`src/rtl/lzw_pkg.sv`:
```
// Shared types and constants for the LZW compressor.
// Used by lzw_hash, lzw_dict, lzw_pack and the top level; no dependencies.
package lzw_pkg;

   // Literal codes 0..255 sit at their own slot and never match a lookup
   localparam int LIT_COUNT   = 256;
   localparam int CODE_W_INIT = 8;
   localparam int BYTE_W      = 8;
   // Hash is ((prefix << HASH_SHIFT) ^ byte) mod dictionary size
   localparam int HASH_SHIFT  = 5;
   // Remainder bits resolved per cycle by the non power-of-two hash reducer
   localparam int HASH_STEP   = 4;
   // Output bytes delivered per request at most
   localparam int MAX_RESULTS = 4;
   localparam int COUNT_W     = 24;
   localparam logic [COUNT_W-1:0] COUNT_MAX = 24'hFF_FFFF;

   typedef enum logic [1:0] {
      CTL_IDLE,
      CTL_LOOK,
      CTL_EMIT_MISS,
      CTL_EMIT_EOS
   } ctl_state_type;

   typedef enum logic [1:0] {
      DICT_CLEAR,
      DICT_IDLE,
      DICT_HASH,
      DICT_PROBE
   } dict_state_type;

   // Control from the sequencer to the dictionary
   typedef struct packed {
      logic lookup;
      logic clear;
      logic insert_en;
   } dict_req_type;

   // Status back from the dictionary
   typedef struct packed {
      logic ready;
      logic done;
      logic hit;
   } dict_sts_type;

   // Code packing command
   typedef struct packed {
      logic valid;
      logic first;
      logic last;
   } pack_cmd_type;

endpackage

```
`src/rtl/lzw_pack.sv`:
```
// Bit packer: codes MSB first into bytes, end-of-stream padding, byte count and
// the output register of the response channel. Depends on lzw_pkg.
module lzw_pack #(
   parameter int DICT_ENTRIES = 4096
) (
   input  logic                                        clock,
   input  logic                                        reset,
   input  lzw_pkg::pack_cmd_type                       cmd,
   input  logic [$clog2(DICT_ENTRIES)-1:0]             cmd_code,
   input  logic [$clog2($clog2(DICT_ENTRIES)+1)-1:0]   cmd_width,
   output logic                                        cmd_ready,
   output logic                                        rsp_valid,
   input  logic                                        rsp_stall,
   output logic [7:0]                                  rsp_out_byte,
   output logic                                        rsp_final_byte,
   output logic [lzw_pkg::COUNT_W-1:0]                 rsp_byte_count
);
   import lzw_pkg::*;

   localparam int AW    = $clog2(DICT_ENTRIES);
   // Room for seven pending bits plus the widest code, in whole bytes
   localparam int ACC_W = ((AW + 14) / 8) * 8;
   localparam int SH_W  = $clog2(ACC_W + 1);
   localparam int TOT_W = $clog2(AW + 8);
   localparam int DRN_W = $clog2(ACC_W / 8 + 1);

   logic [ACC_W-1:0]   acc_ff, acc_in;
   logic [2:0]         pc_ff, pc_in;
   logic [DRN_W-1:0]   drain_ff, drain_in;
   logic               last_ff, last_in;
   logic [2:0]         emit_cnt_ff, emit_cnt_in;
   logic [COUNT_W-1:0] bytes_out_ff, bytes_out_in;
   logic [COUNT_W-1:0] final_count_ff;
   logic               rsp_valid_ff;
   logic [7:0]         rsp_out_byte_ff;
   logic               rsp_final_byte_ff;
   logic [COUNT_W-1:0] rsp_byte_count_ff;

   logic [AW-1:0]      code_m;
   logic [TOT_W-1:0]   tot;
   logic [SH_W-1:0]    sh;
   logic [ACC_W-1:0]   placed;
   logic [DRN_W-1:0]   nb;
   logic [COUNT_W:0]   sum;
   logic [COUNT_W-1:0] sat;
   logic               load;
   logic               drop;
   logic               out_free;
   logic               go;
   logic               is_final;

   // Code placed just below the pending bits, left aligned in the accumulator
   assign code_m = cmd_code & ~({AW{1'b1}} << cmd_width);
   assign tot    = TOT_W'(pc_ff) + TOT_W'(cmd_width);
   assign sh     = SH_W'(ACC_W) - SH_W'(tot);
   assign placed = ACC_W'(code_m) << sh;
   // Full bytes, plus a padded byte when the stream ends mid-byte
   assign nb     = DRN_W'(tot >> 3) + DRN_W'(cmd.last && (tot[2:0] != 3'd0));
   assign sum    = (COUNT_W+1)'(bytes_out_ff) + (COUNT_W+1)'(nb);
   assign sat    = (sum > (COUNT_W+1)'(COUNT_MAX)) ? COUNT_MAX : sum[COUNT_W-1:0];

   assign cmd_ready = drain_ff == '0;
   assign load      = cmd.valid && cmd_ready;

   // Bytes past the per-request limit are counted but not delivered
   assign drop     = emit_cnt_ff == 3'(MAX_RESULTS);
   assign out_free = !rsp_valid_ff || !rsp_stall;
   assign go       = (drain_ff != '0) && (drop || out_free);
   assign is_final = last_ff && ((drain_ff == DRN_W'(1))
                     || (emit_cnt_ff == 3'(MAX_RESULTS - 1)));

   always_comb begin
      acc_in       = acc_ff;
      pc_in        = pc_ff;
      drain_in     = drain_ff;
      last_in      = last_ff;
      emit_cnt_in  = emit_cnt_ff;
      bytes_out_in = bytes_out_ff;
      if (load) begin
         acc_in   = acc_ff | placed;
         pc_in    = cmd.last ? 3'd0 : tot[2:0];
         drain_in = nb;
         last_in  = cmd.last;
         if (cmd.first) begin
            emit_cnt_in = '0;
         end
         bytes_out_in = cmd.last ? '0 : sat;
      end else if (go) begin
         acc_in   = acc_ff << 8;
         drain_in = drain_ff - DRN_W'(1);
         if (!drop) begin
            emit_cnt_in = emit_cnt_ff + 3'd1;
         end
      end
   end

   always_ff @(posedge clock) begin
      if (reset) begin
         acc_ff       <= '0;
         pc_ff        <= '0;
         drain_ff     <= '0;
         last_ff      <= 1'b0;
         emit_cnt_ff  <= '0;
         bytes_out_ff <= '0;
         rsp_valid_ff <= 1'b0;
      end else begin
         acc_ff       <= acc_in;
         pc_ff        <= pc_in;
         drain_ff     <= drain_in;
         last_ff      <= last_in;
         emit_cnt_ff  <= emit_cnt_in;
         bytes_out_ff <= bytes_out_in;
         if (go && !drop) begin
            rsp_valid_ff <= 1'b1;
         end else if (!rsp_stall) begin
            rsp_valid_ff <= 1'b0;
         end
      end
   end

   // Output register payload and the stream total
   always_ff @(posedge clock) begin
      if (load && cmd.last) begin
         final_count_ff <= sat;
      end
      if (go && !drop) begin
         rsp_out_byte_ff   <= acc_ff[ACC_W-1 -: 8];
         rsp_final_byte_ff <= is_final;
         rsp_byte_count_ff <= is_final ? final_count_ff : '0;
      end
   end

   assign rsp_valid      = rsp_valid_ff;
   assign rsp_out_byte   = rsp_out_byte_ff;
   assign rsp_final_byte = rsp_final_byte_ff;
   assign rsp_byte_count = rsp_byte_count_ff;

endmodule

```
`config.mk`:
```
export PLATFORM = sky130hd
export DESIGN_NAME = lzw_pack
export DESIGN_NICKNAME = d
export VERILOG_FILES = /design/src/rtl/lzw_pkg.sv /design/src/rtl/lzw_pack.sv
export SDC_FILE = /design/constraint.sdc
export NUM_CORES = 1
export LEC_CHECK = 0
export ABC_AREA = 1
export BUFFER_PORTS_ARGS = -buffer_cell sky130_fd_sc_hd__buf_2
export CELL_PAD_IN_SITES_DETAIL_PLACEMENT = 1
export CELL_PAD_IN_SITES_GLOBAL_PLACEMENT = 1
export CORE_MARGIN = 2
export CORE_UTILIZATION = 48
export CTS_CLUSTER_SIZE = 8
export DETAILED_ROUTE_END_ITERATION = 10
export PLACE_DENSITY = 0.95
export REMOVE_ABC_BUFFERS = 1
export SLEW_MARGIN = 20
export SYNTH_ARGS = -nofsm -noshare
export SYNTH_HDL_FRONTEND = slang
export SYNTH_SLANG_ARGS = --single-unit
```
`constraint.sdc`:
```
create_clock -name clock -period 9.4 [get_ports clock]
set_input_delay 1.41 -clock clock [delete_from_list [all_inputs] [get_ports clock]]
set_output_delay 1.41 -clock clock [all_outputs]
set_load 0.02 [all_outputs]
```
Yosys cells after proc, flatten, opt, wreduce, memory -nomap -nowiden
Index checks and enable logic that the tools add are counted.
Storage, ports and cells
  register bits: 115
  bits in latches: 0
  bits in writable memories: 0
  bits in read-only memories: 0
  input port bits: 22
  output and inout port bits: 35
  logic and storage cells: 59
  memories: 0
Operators by class
  add/subtract/negate cells: 6
  $mul: 0
  div/mod/pow operators: 0
  magnitude comparators: 1
  equality and inequality tests: 6
  shift-type cells: 2
  muxes and demuxes: 13
  bitwise operators: 3
  reductions and logical operators: 17
Operator list (number)
  $mux 24: 4
  $add 24x2->25: 1
  $gt 25x24->1 const B: 1
  $or 24x24->24: 1
  $shl 12x5->24: 1
  $mux 3: 5
  $and 12x12->12: 1
  $not 12->12: 1
  $shl 12x4->12 const A: 1
  $logic_and 1x1->1: 6
  $add 3x4->5: 1
  $sub 5x5->5 const A: 1
  $mux 2: 2
  $ne 2x2->1 const B: 2
  $reduce_bool 2->1: 2
  $add 3x1->3 const B: 1
  $eq 3x2->1 const B: 1
  $eq 3x3->1 const B: 1
  $logic_not 1->1: 3
  $logic_or 1x1->1: 3
  $reduce_and 3->1: 1
  $reduce_bool 3->1: 1
  $add 2x1->2: 1
  $eq 2x1->1 const B: 1
  4 further kinds: 5

Depth between registers and ports, before layout
  word-level depth: 8
  mapped depth: 25
  gate-level depth less buffers: 25

Worst setup path before layout
No wires, ideal clock.
  path kind: input to register
  start point: input cmd_width[0]
  end point: register bytes_out_ff[14]
  library setup time: 0.070 ns
  arrival: 4.408 ns
  required time: 9.330 ns
  setup slack: 4.921 ns
  stages on the path: 23
  path buffers: 0
  cells stage by stage: ha_1 inv_1 fa_1 ha_1 ha_1 nor2_1 ha_1 ha_1 inv_1 fa_1 inv_1 nand2_1 nor2_4 inv_2 nor2_4 nand2_2 nor2_4 nand2_4 nor2_8 nand2_4 nand2_2 nand2_1 a21oi_1
On the way
  cells in the longest elaborated chain, start to end: 8
Ends and longest elaborated chain
  start: declaration: RTL line lzw_pack.sv:10  | input logic [$clog2($clog2(DICT_ENTRIES)+1)-1:0] cmd_width,
  $add 3x4->5 *: RTL line lzw_pack.sv:54  | assign tot = TOT_W'(pc_ff) + TOT_W'(cmd_width);
  $reduce_bool 3->1: RTL line lzw_pack.sv:58  | assign nb = DRN_W'(tot >> 3) + DRN_W'(cmd.last && (tot[2:0] != 3'd0));
  $logic_and 1x1->1: RTL line lzw_pack.sv:58
  $add 2x1->2 *: RTL line lzw_pack.sv:58
  $add 24x2->25 *: RTL line lzw_pack.sv:59  | assign sum = (COUNT_W+1)'(bytes_out_ff) + (COUNT_W+1)'(nb);
  $gt 25x24->1: RTL line lzw_pack.sv:60  | assign sat = (sum > (COUNT_W+1)'(COUNT_MAX)) ? COUNT_MAX : sum[COUNT_W-1:0];
  $mux 24 *: RTL line lzw_pack.sv:60
  named net sat[14]: RTL line lzw_pack.sv:45  | logic [COUNT_W-1:0] sat;
  $mux 24 *: RTL line lzw_pack.sv:87  | bytes_out_in = cmd.last ? '0 : sat;
  end signal: assignment: RTL line lzw_pack.sv:112  | bytes_out_ff <= bytes_out_in;
  end: declaration: RTL line lzw_pack.sv:32  | logic [COUNT_W-1:0] bytes_out_ff, bytes_out_in;
The timed path passes the listed nets; every way through them passes the cells marked *.
A chain may end at the register's enable or synchronous reset.

Worst setup path after layout
  start point: input cmd_width[0]
  end point: register bytes_out_ff[7]
The elaborated chain is that of the path after synthesis.

==> metrics.md <==
| Metric | Value |
|---|---|
| Total GRT Usage | `26.8%` |
| Layout cells sized above 1 | `13.9%` |
| H-tree Lvls | `4` |
| Fin. Hold Viols | `0` |
| Fmax | `0.194 GHz` |
| Ys async rst share | `0%` |
| Ys Warns | `0` |
| Setup TNS | `0 ns` |
| Die area | `0.0136 mm2` |
| Max clock buf depth | `2` |
| Routed Antenna Nets | `0` |
| Rows | `41` |
| Post-layout min period | `5.16 ns` |
| First-pass GRT wire length | `28000 um` |
| DRC viols | `0` |
| # Max-Cap Violations | `0` |
| Final setup fails | `0` |
| Seq/Total Area, Yosys | `47.2%` |
| Max Slew Vio Count | `0` |
| Post-route setup slack | `4.24 ns` |
| Starting Density | `48.6%` |
| LEAKAGE | `3.09 nW` |
| Finished Layout Cells | `1018` |
| IO buf count | `56` |
| Register area | `0.00287 mm2` |
| Most used cell, CP | `ha_1` |
| Die width | `117 um` |
| Global route overflow | `0` |
| Cell area power density | `296 mW/mm2` |
| Met1 global-route usage | `29.1%` |
| Area after DPL | `0.00649 mm2` |
| # Post-CTS Setup Buffers | `0` |
| Ant diodes | `0` |
| Number of global-route vias before repair | `5822` |
| Critical path's slowest cell | `nand4_1` |
| Area grow syn2layout | `17.4%` |
| Worst hold margin | `0.431 ns` |
| Final Cycle Share | `54.9%` |
| Clock Skew | `0.00705 ns` |
| Critical path launch point type | `input pin` |
| Number of synthesized flops with an enable pin | `57` |
| Die Y | `117 um` |
| Max VDD drop | `121 uV` |
| Hpwl dp | `11300 um` |
| Dpl ws | `3.96 ns` |
| HP Class | `flop to flop` |
| Met2 Use GR | `51.1%` |
| Unrepaired setup endpoints after global routing | `no` |
| Worst setup EP type | `flop` |
| Core Footprint | `0.0125 mm2` |
| Avg Cell Area, Syn | `7.75 um2` |
| Status | `finished clean` |
| Worst Path Buf+Inv | `5` |
| Initial antenna violation count | `0` |
| Clock-pin slew on the worst setup and hold paths | `0.05 ns` |
| DRT Pass-1 Iters | `4` |
| Crit Path Class | `input pin to flop` |
| Grt met3 use | `5.55%` |
| Max-slew headroom | `37.6%` |
| Largest net degree at the start of global routing | `45` |
| CP max stage delay | `0.60 ns` |
| Final WL | `17000 um` |
| Via-to-Cell Ratio | `5.44` |
| Hold buffers post-CTS | `0` |
| Unique masters post-synth | `39` |
| Area occupied by multi-input gates | `0.00278 mm2` |
| WP data arrival | `5.50 ns` |
| Initial DRC count | `232` |
| WL/cell | `16.7 um` |
| TritonCTS clock tree | `built` |
| Clock latency on the worst-skew pair | `0.42 ns` |
| Worst-margin pin slew | `0.936 ns` |
| Placed Cells | `987` |
| Cells after Synth | `785` |
| Top_reg_cell synth | `dfxtp_1` |
| Final net count | `871` |
| Crit path max fanout | `15` |
| Post-CTS resize count | `0` |
| Post-synthesis register bit count | `115` |
| Crit path cell chain | `buf_2, ha_1, inv_1, ha_1, ha_1, nor2_1, ha_1, ha_1, inv_1, fa_1, inv_1, nand2_1, nor2_4, inv_2, nor2_4, nand4_1, o21ai_0, nand2_1, a21oi_1` |
| Fillers | `1581` |
| Busiest metal layer after global routing | `met2` |
| Routability cong. | `0.842` |
| Cell Area, Synth | `0.00608 mm2` |
| Total number of vias | `5540` |
| Top cells by area, synth | `edfxtp_1, dfxtp_1, nand2_1` |
| CTS buffer count | `17` |
| Clk sinks | `115` |
| CP Data Required Time | `9.74 ns` |
| Cell taking the most area after synthesis | `edfxtp_1` |
| Num ports | `57` |
| Root Driver | `clkbuf_16` |
| Worst path top cell family by delay | `adder cells` |
| Final instance area | `0.00714 mm2` |
| Post-synth top area share | `28.1%` |
## metal layers
metal | vias up | part of all wire [%]
met1 | 2710 | 40
met5 | - | 0
met3 | 36 | 3.3
met2 | 119 | 54
li1 | 2675 | -
met4 | 0 | 2.1
## final timing paths
kind | startpoint | end | slack, ns | depth (start not counted)
hold reg to reg | acc_ff[22]$_SDFFE_PP0P_ | rsp_out_byte[6]$_DFFE_PP_ | 0.43 | 0
setup / recovery | cmd_width[0] | bytes_out_ff[7]$_SDFFE_PP0P_ | 4.24 | 19
hold / removal | acc_ff[22]$_SDFFE_PP0P_ | rsp_out_byte[6]$_DFFE_PP_ | 0.43 | 0
setup reg to reg | pc_ff[0]$_SDFFE_PP0P_ | bytes_out_ff[7]$_SDFFE_PP0P_ | 5.04 | 18
## stage by stage
stage          total power (W)  util [%]
3_5_place_dp           0.00140      51.8
4_1_cts                0.00212      57.0
6_report               0.00211      57.0
3_3_place_gp           0.00137      51.8
5_1_grt                0.00224      57.0
2_1_floorplan          0.00118         -
## synthesized netlist by cell type (2+ instances only)
| master | instances |
|---|---|
| a21oi_1 | 56 |
| a31oi_1 | 4 |
| buf_1 | 2 |
| buf_2 | 8 |
| clkbuf_1 | 19 |
| dfxtp_1 | 58 |
| edfxtp_1 | 57 |
| fa_1 | 2 |
| ha_1 | 13 |
| inv_1 | 85 |
| nand2_1 | 197 |
| nand2_2 | 10 |
| nand2_4 | 3 |
| nand3_1 | 87 |
| nand3_2 | 2 |
| nand4_1 | 13 |
| nor2_1 | 89 |
| nor2_4 | 4 |
| nor3_1 | 7 |
| nor3_2 | 2 |
| o21ai_0 | 28 |
| o21ai_1 | 4 |
| o21bai_1 | 2 |
| o22ai_1 | 2 |
| xnor2_1 | 4 |
| xor2_1 | 14 |
## where the power goes
group          switching (W)  total [W]  internal, W
clock network       0.000230   0.000709     0.000480
registers          0.0000525   0.000732     0.000679
logic               0.000489   0.000673     0.000184
total               0.000771    0.00211      0.00134
## logic make-up (layout without fill, tap and decap cells)
| family | after synthesis | count (layout) | share of synthesized area, % |
|---|---|---|---|
| XOR/XNOR | 18 | 18 | 2.59 |
| flip-flops | 115 | 115 | 47.2 |
| AND/OR/NAND/NOR | 421 | 421 | 30.8 |
| adder cells (fa/ha/maj) | 15 | 15 | 3.33 |
| AO/OA/AOI/OAI | 100 | 100 | 8.64 |
| buffers and inverters | 116 | 177 | 7.38 |
## flip-flops by register name, summed over array words and instances, names as in the netlist
signal,cells
rsp_final_byte,1
bytes_out_ff,24
pc_ff,3
drain_ff,2
acc_ff,24
last_ff,1
final_count_ff,24
emit_cnt_ff,3
rsp_out_byte,8
rsp_valid,1
rsp_byte_count,24
## layout make-up
cell class	instances	share of cell area [%]
clock inverter	11	2.58
sequential	115	40.2
inverter	86	4.52
clock buffer	20	6.40
timing repair buffer	60	4.35
multi-input combinational	554	38.9
tap	172	3.01
## cell usage in the layout (no fill, tap or decap), types with 4 or more instances in the layout
cell type,count
a21oi_1,56
buf_4,4
bufinv_16,5
o21ai_0,28
nor3_1,7
a31oi_1,4
edfxtp_1,57
nand2_2,10
nor2_1,87
xnor2_1,4
inv_1,85
dfxtp_1,58
buf_2,56
nand4_1,13
nor2_4,4
xor2_1,14
nand2_1,197
ha_1,13
clkbuf_16,17
nand3_1,87
Note: power is estimated with default switching activity, not from simulation.
